File: config.mk
export PLATFORM = sky130hd
export DESIGN_NAME = lpdc_ctrl
export DESIGN_NICKNAME = d
export VERILOG_FILES = /design/src/design/lpdc_pkg.sv /design/src/design/lpdc_ctrl.sv
export SDC_FILE = /design/constraint.sdc
export NUM_CORES = 1
export LEC_CHECK = 0
export BUFFER_PORTS_ARGS = -buffer_cell sky130_fd_sc_hd__buf_2
export CAP_MARGIN = 40
export CORE_UTILIZATION = 55
export CTS_CLUSTER_DIAMETER = 100
export CTS_CLUSTER_SIZE = 8
export DETAILED_ROUTE_END_ITERATION = 7
export PLACE_DENSITY = 0.76
export SLEW_MARGIN = 20
export SYNTH_ARGS = -nofsm -noshare
export SYNTH_HDL_FRONTEND = slang
export SYNTH_SLANG_ARGS = --single-unit
File: constraint.sdc
create_clock -name clk -period 2.2 [get_ports clk]
set_input_delay 0.33 -clock clk [delete_from_list [all_inputs] [get_ports clk]]
set_output_delay 0.33 -clock clk [all_outputs]
set_load 0.01 [all_outputs]
File: src/design/lpdc_pkg.sv
// Shared types and constants for the low-priority delay congestion control block.
`timescale 1ns / 1ps
package lpdc_pkg;

	localparam logic [1:0] REG_TICK_RATE = 2'd0;
	localparam logic [1:0] REG_THR_PCT   = 2'd1;
	localparam logic [1:0] REG_INF_MULT  = 2'd2;

	localparam logic [9:0] TICK_RATE_RST = 10'd1000;
	localparam logic [6:0] THR_PCT_RST   = 7'd15;
	localparam logic [2:0] INF_MULT_RST  = 3'd3;

	localparam logic [31:0] DELAY_RES    = 32'd1000;
	localparam logic [31:0] PERCENT_BASE = 32'd100;
	// ceil(2^37 / 100): x / 100 == (x * PCT_RECIP) >> 37 for every 32-bit x
	localparam logic [31:0] PCT_RECIP    = 32'h51EB_851F;

	localparam logic [1:0] ACT_NONE  = 2'd0;
	localparam logic [1:0] ACT_HALF  = 2'd1;
	localparam logic [1:0] ACT_RESET = 2'd2;

	typedef enum logic [3:0] {
		OP_NONE,
		OP_LOAD,
		OP_DIV_SAMPLE,
		OP_RATE,
		OP_DIV_QP,
		OP_DIV_QL,
		OP_MUL,
		OP_DELAY,
		OP_INF,
		OP_DIV_LIM,
		OP_DECIDE
	} op_t;

	typedef struct packed {
		op_t op;
	} cmd_t;

	typedef struct packed {
		logic rtt_valid;
		logic samp_ok;
		logic div_done;
		logic out_full;
	} stat_t;

	typedef enum logic [13:0] {
		ST_IDLE   = 14'b00000000000001,
		ST_CHK    = 14'b00000000000010,
		ST_RSTART = 14'b00000000000100,
		ST_RWAIT  = 14'b00000000001000,
		ST_RATE   = 14'b00000000010000,
		ST_PSTART = 14'b00000000100000,
		ST_PWAIT  = 14'b00000001000000,
		ST_LSTART = 14'b00000010000000,
		ST_LWAIT  = 14'b00000100000000,
		ST_MUL    = 14'b00001000000000,
		ST_DLY    = 14'b00010000000000,
		ST_INF    = 14'b00100000000000,
		ST_MSTART = 14'b01000000000000,
		ST_DEC    = 14'b10000000000000
	} state_t;

endpackage

File: src/design/lpdc_ctrl.sv
// Controller: sequences one acknowledgement through the datapath.
`timescale 1ns / 1ps
module lpdc_ctrl
	import lpdc_pkg::*;
(
	input  logic  clk,
	input  logic  arst_n,
	input  logic  in_valid,
	output logic  in_ready,
	input  stat_t stat,
	output cmd_t  cmd
);

	state_t state_q, state_d;

	always_comb begin
		state_d = state_q;
		cmd.op  = OP_NONE;
		unique case (state_q)
			ST_IDLE: begin
				if (in_valid) begin
					cmd.op  = OP_LOAD;
					state_d = ST_CHK;
				end
			end
			ST_CHK: begin
				if (!stat.rtt_valid) begin
					state_d = ST_INF;
				end else if (stat.samp_ok) begin
					state_d = ST_RSTART;
				end else begin
					state_d = ST_RATE;
				end
			end
			ST_RSTART: begin
				cmd.op  = OP_DIV_SAMPLE;
				state_d = ST_RWAIT;
			end
			ST_RWAIT: if (stat.div_done) state_d = ST_RATE;
			ST_RATE: begin
				cmd.op  = OP_RATE;
				state_d = ST_PSTART;
			end
			ST_PSTART: begin
				cmd.op  = OP_DIV_QP;
				state_d = ST_PWAIT;
			end
			ST_PWAIT: if (stat.div_done) state_d = ST_LSTART;
			ST_LSTART: begin
				cmd.op  = OP_DIV_QL;
				state_d = ST_LWAIT;
			end
			ST_LWAIT: if (stat.div_done) state_d = ST_MUL;
			ST_MUL: begin
				cmd.op  = OP_MUL;
				state_d = ST_DLY;
			end
			ST_DLY: begin
				cmd.op  = OP_DELAY;
				state_d = ST_INF;
			end
			ST_INF: begin
				cmd.op  = OP_INF;
				state_d = ST_MSTART;
			end
			ST_MSTART: begin
				cmd.op  = OP_DIV_LIM;
				state_d = ST_DEC;
			end
			ST_DEC: begin
				if (!stat.out_full) begin
					cmd.op  = OP_DECIDE;
					state_d = ST_IDLE;
				end
			end
			default: state_d = ST_IDLE;
		endcase
	end

	always_ff @(posedge clk or negedge arst_n) begin
		if (!arst_n) begin
			state_q <= ST_IDLE;
		end else begin
			state_q <= state_d;
		end
	end

	assign in_ready = (state_q == ST_IDLE);

endmodule

Word level (Yosys, flattened, before mapping)
Cells that the tools add are included.
{"block": "word_totals", "ff_bits": 14, "latchBits": 0, "mem_bits_rw": 0, "mem_bits_ro": 0, "in_bits": 7, "wordCells": 32, "n_memories": 0}
{"block": "classes", "add_sub_neg": 0, "n_mul": 0, "div_mod_pow": 0, "order_cmp": 0, "n_eq_ne": 19, "n_shift": 0, "mux": 11, "bitwise": 0, "n_reduce_logical": 1}
{"operator": "case mux 14 bit (14 select lines)", "n": 1}
{"operator": "2-to-1 mux 14 bit", "n": 5}
{"operator": "case mux 4 bit (10 select lines)", "n": 1}
{"operator": "== test 14 x 1 -> 1 bit, second input constant", "n": 1}
{"operator": "== test 14 x 10 -> 1 bit, second input constant", "n": 1}
{"operator": "== test 14 x 11 -> 1 bit, second input constant", "n": 1}
{"operator": "== test 14 x 12 -> 1 bit, second input constant", "n": 1}
{"operator": "== test 14 x 13 -> 1 bit, second input constant", "n": 1}
{"operator": "== test 14 bit, second input constant", "n": 1}
{"operator": "== test 14 x 2 -> 1 bit, second input constant", "n": 1}
{"operator": "== test 14 x 3 -> 1 bit, second input constant", "n": 1}
{"operator": "== test 14 x 4 -> 1 bit, second input constant", "n": 1}
{"operator": "== test 14 x 5 -> 1 bit, second input constant", "n": 1}
{"operator": "== test 14 x 6 -> 1 bit, second input constant", "n": 1}
{"operator": "== test 14 x 7 -> 1 bit, second input constant", "n": 1}
{"operator": "== test 14 x 8 -> 1 bit, second input constant", "n": 1}
{"operator": "== test 14 x 9 -> 1 bit, second input constant", "n": 1}
{"operator": "2-to-1 mux 12 bit", "n": 1}
{"operator": "inequality test 2 bit, second input constant", "n": 5}
{"operator": "2-to-1 mux 5 bit", "n": 1}
{"operator": "AND reduction 5 bit", "n": 1}
{"operator": "2-to-1 mux 4 bit", "n": 1}
{"operator": "2-to-1 mux 1 bit", "n": 1}

Logic depth before layout (Yosys ltp)
{"block": "logic_depth", "ltp_word": 3, "depth_mapped": 6}

Worst setup path before layout
No wires, ideal clock.
{"block": "synth_timing", "path_kind": "register -> output", "start": "reg state_q[5]", "end": "out cmd[0] in the netlist's numbering", "arrival_time_ps": 1633, "t_required_ps": 1870, "slack_ps": 237, "path_stages_with_launch": 7, "path_cell_list": "dfrtp_1 buf_6 nor4_4 nand4_2 nor2_1 and2_1 nand2b_1"}
{"item": "from (decl)", "line": "lpdc_ctrl.sv:14", "text": "state_t state_q, state_d;"}
{"item": "from (signal assigned)", "line": "lpdc_ctrl.sv:84", "text": "state_q <= state_d;"}
{"item": "to (decl)", "line": "lpdc_ctrl.sv:11", "text": "output cmd_t cmd"}

==> results list <==
* Status: complete, but fails checks
* Violations in the final reports: setup timing
- Non-Filler Cell Area, Final: 0.00126 sq mm
- The repair_antennas step left the layout with diodes totalling 0.
- The clock arrives with 0.00512 ns of skew.
- TritonCTS built the clock tree.
- The most used flip-flop cell after synthesis is sky130_fd_sc_hd__dfrtp_1.
- In this run the worst hold path is classified as input pin to flop.
- CP max stage delay: 0.49 ns
- From left edge to right edge, the die measures 44.0 um.
- Fin worst setup slack: -0.121 ns
- In the synthesized netlist, the number of instances is 105.
- Summed over all cells, the static leakage comes to 0.599 nW.
- Critical Path, Cell by Cell: nor2_1 > and3_4 > and4b_2 > a41oi_2 > nand3_1 > buf_2
- H-Tree Level Count: 1
- Critical Path AT: 1.99 ns
- DIE HEIGHT: 44.0 um
- Gr usage total: 29.6%
* Clock Sinks: 14
- Headroom to the max-slew limit: 58.0%
- Timing would allow up to 0.431 GHz.
- The number of global-route vias before repair is 895.
* Number of cell rows: 14
* Capture endpoint of the worst hold path: state_q[8]$_DFFE_PN0P_
- Endpoints failing setup: 3
* Half-perimeter wire length after detailed placement: 1.70 mm
* Number of nets with antenna violations after routing: 0
- Number of buffers on the longest clock path: 2
- The die covers 0.00194 sq mm.
* Detail-routed via count per cell: 6.84
- Each instance of the synthesized netlist takes up on average 9.26 sq um.
- Root Buffer: sky130_fd_sc_hd__clkbuf_4
- The synthesized design contains 14 register bits.
- Maximum net fanout on the critical path: 6
- The filler cells instantiated in the layout total 91.
- Power density over the cells: 857 mW/mm^2
- Reported max-cap violation count: 0
- Wires add up to 2.89 mm.
* Capturing element type of the critical path: primary output
- The largest registers in the layout are state_q: 14 flops.
- CP Class: flop to primary output
- Clock transition at the registers of the reported paths: 0.09 ns
- Pre-CTS setup slack: 0.187 ns
- Counting cells, the worst reg-to-reg path comes to 8.
- Utilization of the core after routing: 80.1%
- The total overflow left after global routing is 0.
- Register-to-register path setup slack: 0.09 ns
* Via count: 1054
- Register bank with the most flops: state_q
- Highest-count cells in the layout ignoring fill and taps: 22 x sky130_fd_sc_hd__buf_4, 10 x sky130_fd_sc_hd__buf_2, 9 x sky130_fd_sc_hd__dfrtp_1
- The slowest stage of the critical path is the sky130_fd_sc_hd__dfrtp_1 cell.
- Syn Std Cell Area: 972 sq um
- Post-synth ARST share: 100%
- Floorplan core area: 0.00158 sq mm
* Post-detailed-placement cell area: 0.00107 sq mm
* Post-synthesis sequential area ratio: 36.2%
- Cells with a size suffix above 1 make up 43.5% of the layout.
- Initial antenna violation count: 0
- Worst IR Drop VDD: 0.803 mV
- For the pin with the worst max-slew slack, the measured transition is 0.624 ns.
- Counting instances, the worst hold path has a depth of 2.
- Post-synth cell types: 42
* Worst endpoint required time: 1.87 ns
* Startpoint of the worst-slack reg-to-reg timing path: state_q[10]$_DFFE_PN0P_
- Number of detailed-routing iterations run before antenna repair: 4
* Placer Congestion: 0.897
- Critical Path Source Type: flop
* Area growth syn-to-layout: 29.9%
- The final count of pins violating max slew was 0.
- Average routed wire per standard cell: 18.7 um
- Number of enable flip-flop cells after synthesis: 0
* Final Hold Fails: 0
* RSZ-0062 raised after global routing: yes
- For this configuration, the core starts out at a cell density of 61.7%.
- Final net count: 146
* Worst flop-to-flop path endpoint: state_q[4]$_DFFE_PN0P_
- The first global-routing pass estimated 4.04 mm of wire.
* CTS buffer count: 3
* Crit share post-route: 105%
- After the first detailed-routing iteration, the DRC count stood at 46.
- 12 I/O pins were placed.
* Synth warnings: 0
- Buffers placed on the I/O ports in this run total 11.
* Minimum clock period: 2.32 ns
- After layout, the design draws a total of 1.08 mW.
- Most frequent standard cell in the layout excluding fill and tap cells: sky130_fd_sc_hd__buf_4
* Clock insertion delay at the later pin of the skew report: 0.29 ns
- The startpoint identified for the worst hold timing path is stat[1].
- The register with the most flip-flops in the layout has 14 of them.
* Largest net degree at the start of global routing: 15
- In the routed design, unresolved DRC markers number 0.
- Synthesized net count: 112
cells by family (layout without fill, tap and decap cells):
kind of cell,count (synthesis),count (layout),synth area share (%)
XOR/XNOR,4,4,3.60
multiplexers,2,2,2.06
buffers and inverters,8,41,4.63
AND/OR/NAND/NOR,61,61,41.7
flip-flops,14,14,36.2
AO/OA/AOI/OAI,16,16,11.8
final cells by class:
class | count | area (sq um) | share of cell area [%]
flip-flops and latches | 14 | 357 | 28.2
well taps | 16 | 20.0 | 1.59
repair buffers | 34 | 236 | 18.7
multi-input cells | 83 | 612 | 48.5
clock buffers | 4 | 26.3 | 2.08
inverters | 3 | 11.3 | 0.892
cells in the mapped netlist, types with 2 or more instances:
library cell / instances / area share (%)
sky130_fd_sc_hd__nand2b_1: 3 / 1.9
sky130_fd_sc_hd__and3_1: 2 / 1.3
sky130_fd_sc_hd__a21oi_1: 4 / 2.1
sky130_fd_sc_hd__nor4_4: 2 / 4.4
sky130_fd_sc_hd__nand2_1: 5 / 1.9
sky130_fd_sc_hd__xnor2_1: 2 / 1.8
sky130_fd_sc_hd__nand3_1: 3 / 1.5
sky130_fd_sc_hd__inv_1: 3 / 1.2
sky130_fd_sc_hd__nor2b_1: 6 / 3.9
sky130_fd_sc_hd__dfrtp_1: 13 / 33
sky130_fd_sc_hd__nor4_1: 4 / 2.6
sky130_fd_sc_hd__nand3b_1: 3 / 2.3
sky130_fd_sc_hd__mux2i_1: 2 / 2.1
sky130_fd_sc_hd__o21ai_0: 3 / 1.5
sky130_fd_sc_hd__nor2_1: 10 / 3.9
sky130_fd_sc_hd__nand4_1: 6 / 3.9
sky130_fd_sc_hd__xor2_1: 2 / 1.8
sky130_fd_sc_hd__nand4b_1: 2 / 1.8
sky130_fd_sc_hd__buf_2: 3 / 1.5
sky130_fd_sc_hd__nor3_1: 5 / 2.6
stage by stage:
step | std cells | hold WS [ns] | setup TNS [ns]
final | 154 | 0.231 | -0.162
after global routing | 154 | 0.222 | -0.355
after CTS | 146 | 0.237 | -0.00482
after detailed placement | 134 | 0.247 | 0
after global placement | 134 | 0.246 | 0
after floorplan | 105 | 0.0344 | 0
worst max-delay path by stage:
stage,startpoint,endpoint,slack (ns),depth (start not counted)
5_1_grt,state_q[1]$_DFFE_PN0P_,cmd[1],-0.17,6
4_1_cts,state_q[13]$_DFFE_PN0P_,cmd[1],-0.005,6
6_report,state_q[9]$_DFFE_PN0P_,cmd[1],-0.12,6
3_3_place_gp,state_q[1]$_DFFE_PN0P_,cmd[1],0.20,6
3_5_place_dp,state_q[1]$_DFFE_PN0P_,cmd[1],0.19,6
2_1_floorplan,state_q[5]$_DFFE_PN0P_,cmd[0],0.24,6
where the power goes:
| group | total (mW) | internal (mW) | switching, mW |
|---|---|---|---|
| Combinational | 0.573 | 0.306 | 0.267 |
| Sequential | 0.346 | 0.292 | 0.0541 |
| Clock | 0.162 | 0.0707 | 0.0916 |
| Total | 1.08 | 0.669 | 0.413 |
worst max-delay path: cells and delay by family (launching register included):
family | cells | cell delay, ns
compound gates | 1 | 0.05
flops | 1 | 0.49
buf+inv | 1 | 0.14
simple gates | 4 | 1.03
repair_timing:
action,CTS,global route
setup endpoints to repair,4,4
pin swaps,6,9
gates resized for setup,5,9
hold buffers,1,0
buffers inserted,7,9
hold endpoints to repair,13,0
gates cloned,0,0
routing by layer:
| layer | up-vias | global-route usage (%) | wire length (um) |
|---|---|---|---|
| met5 | - | 0 | 0 |
| met4 | 0 | 19.4 | 125 |
| met3 | 20 | 5.71 | 229 |
| met2 | 66 | 45.0 | 1370 |
| met1 | 502 | 38.4 | 1160 |
| li1 | 466 | - | - |
(Power assumes the default switching activity.)
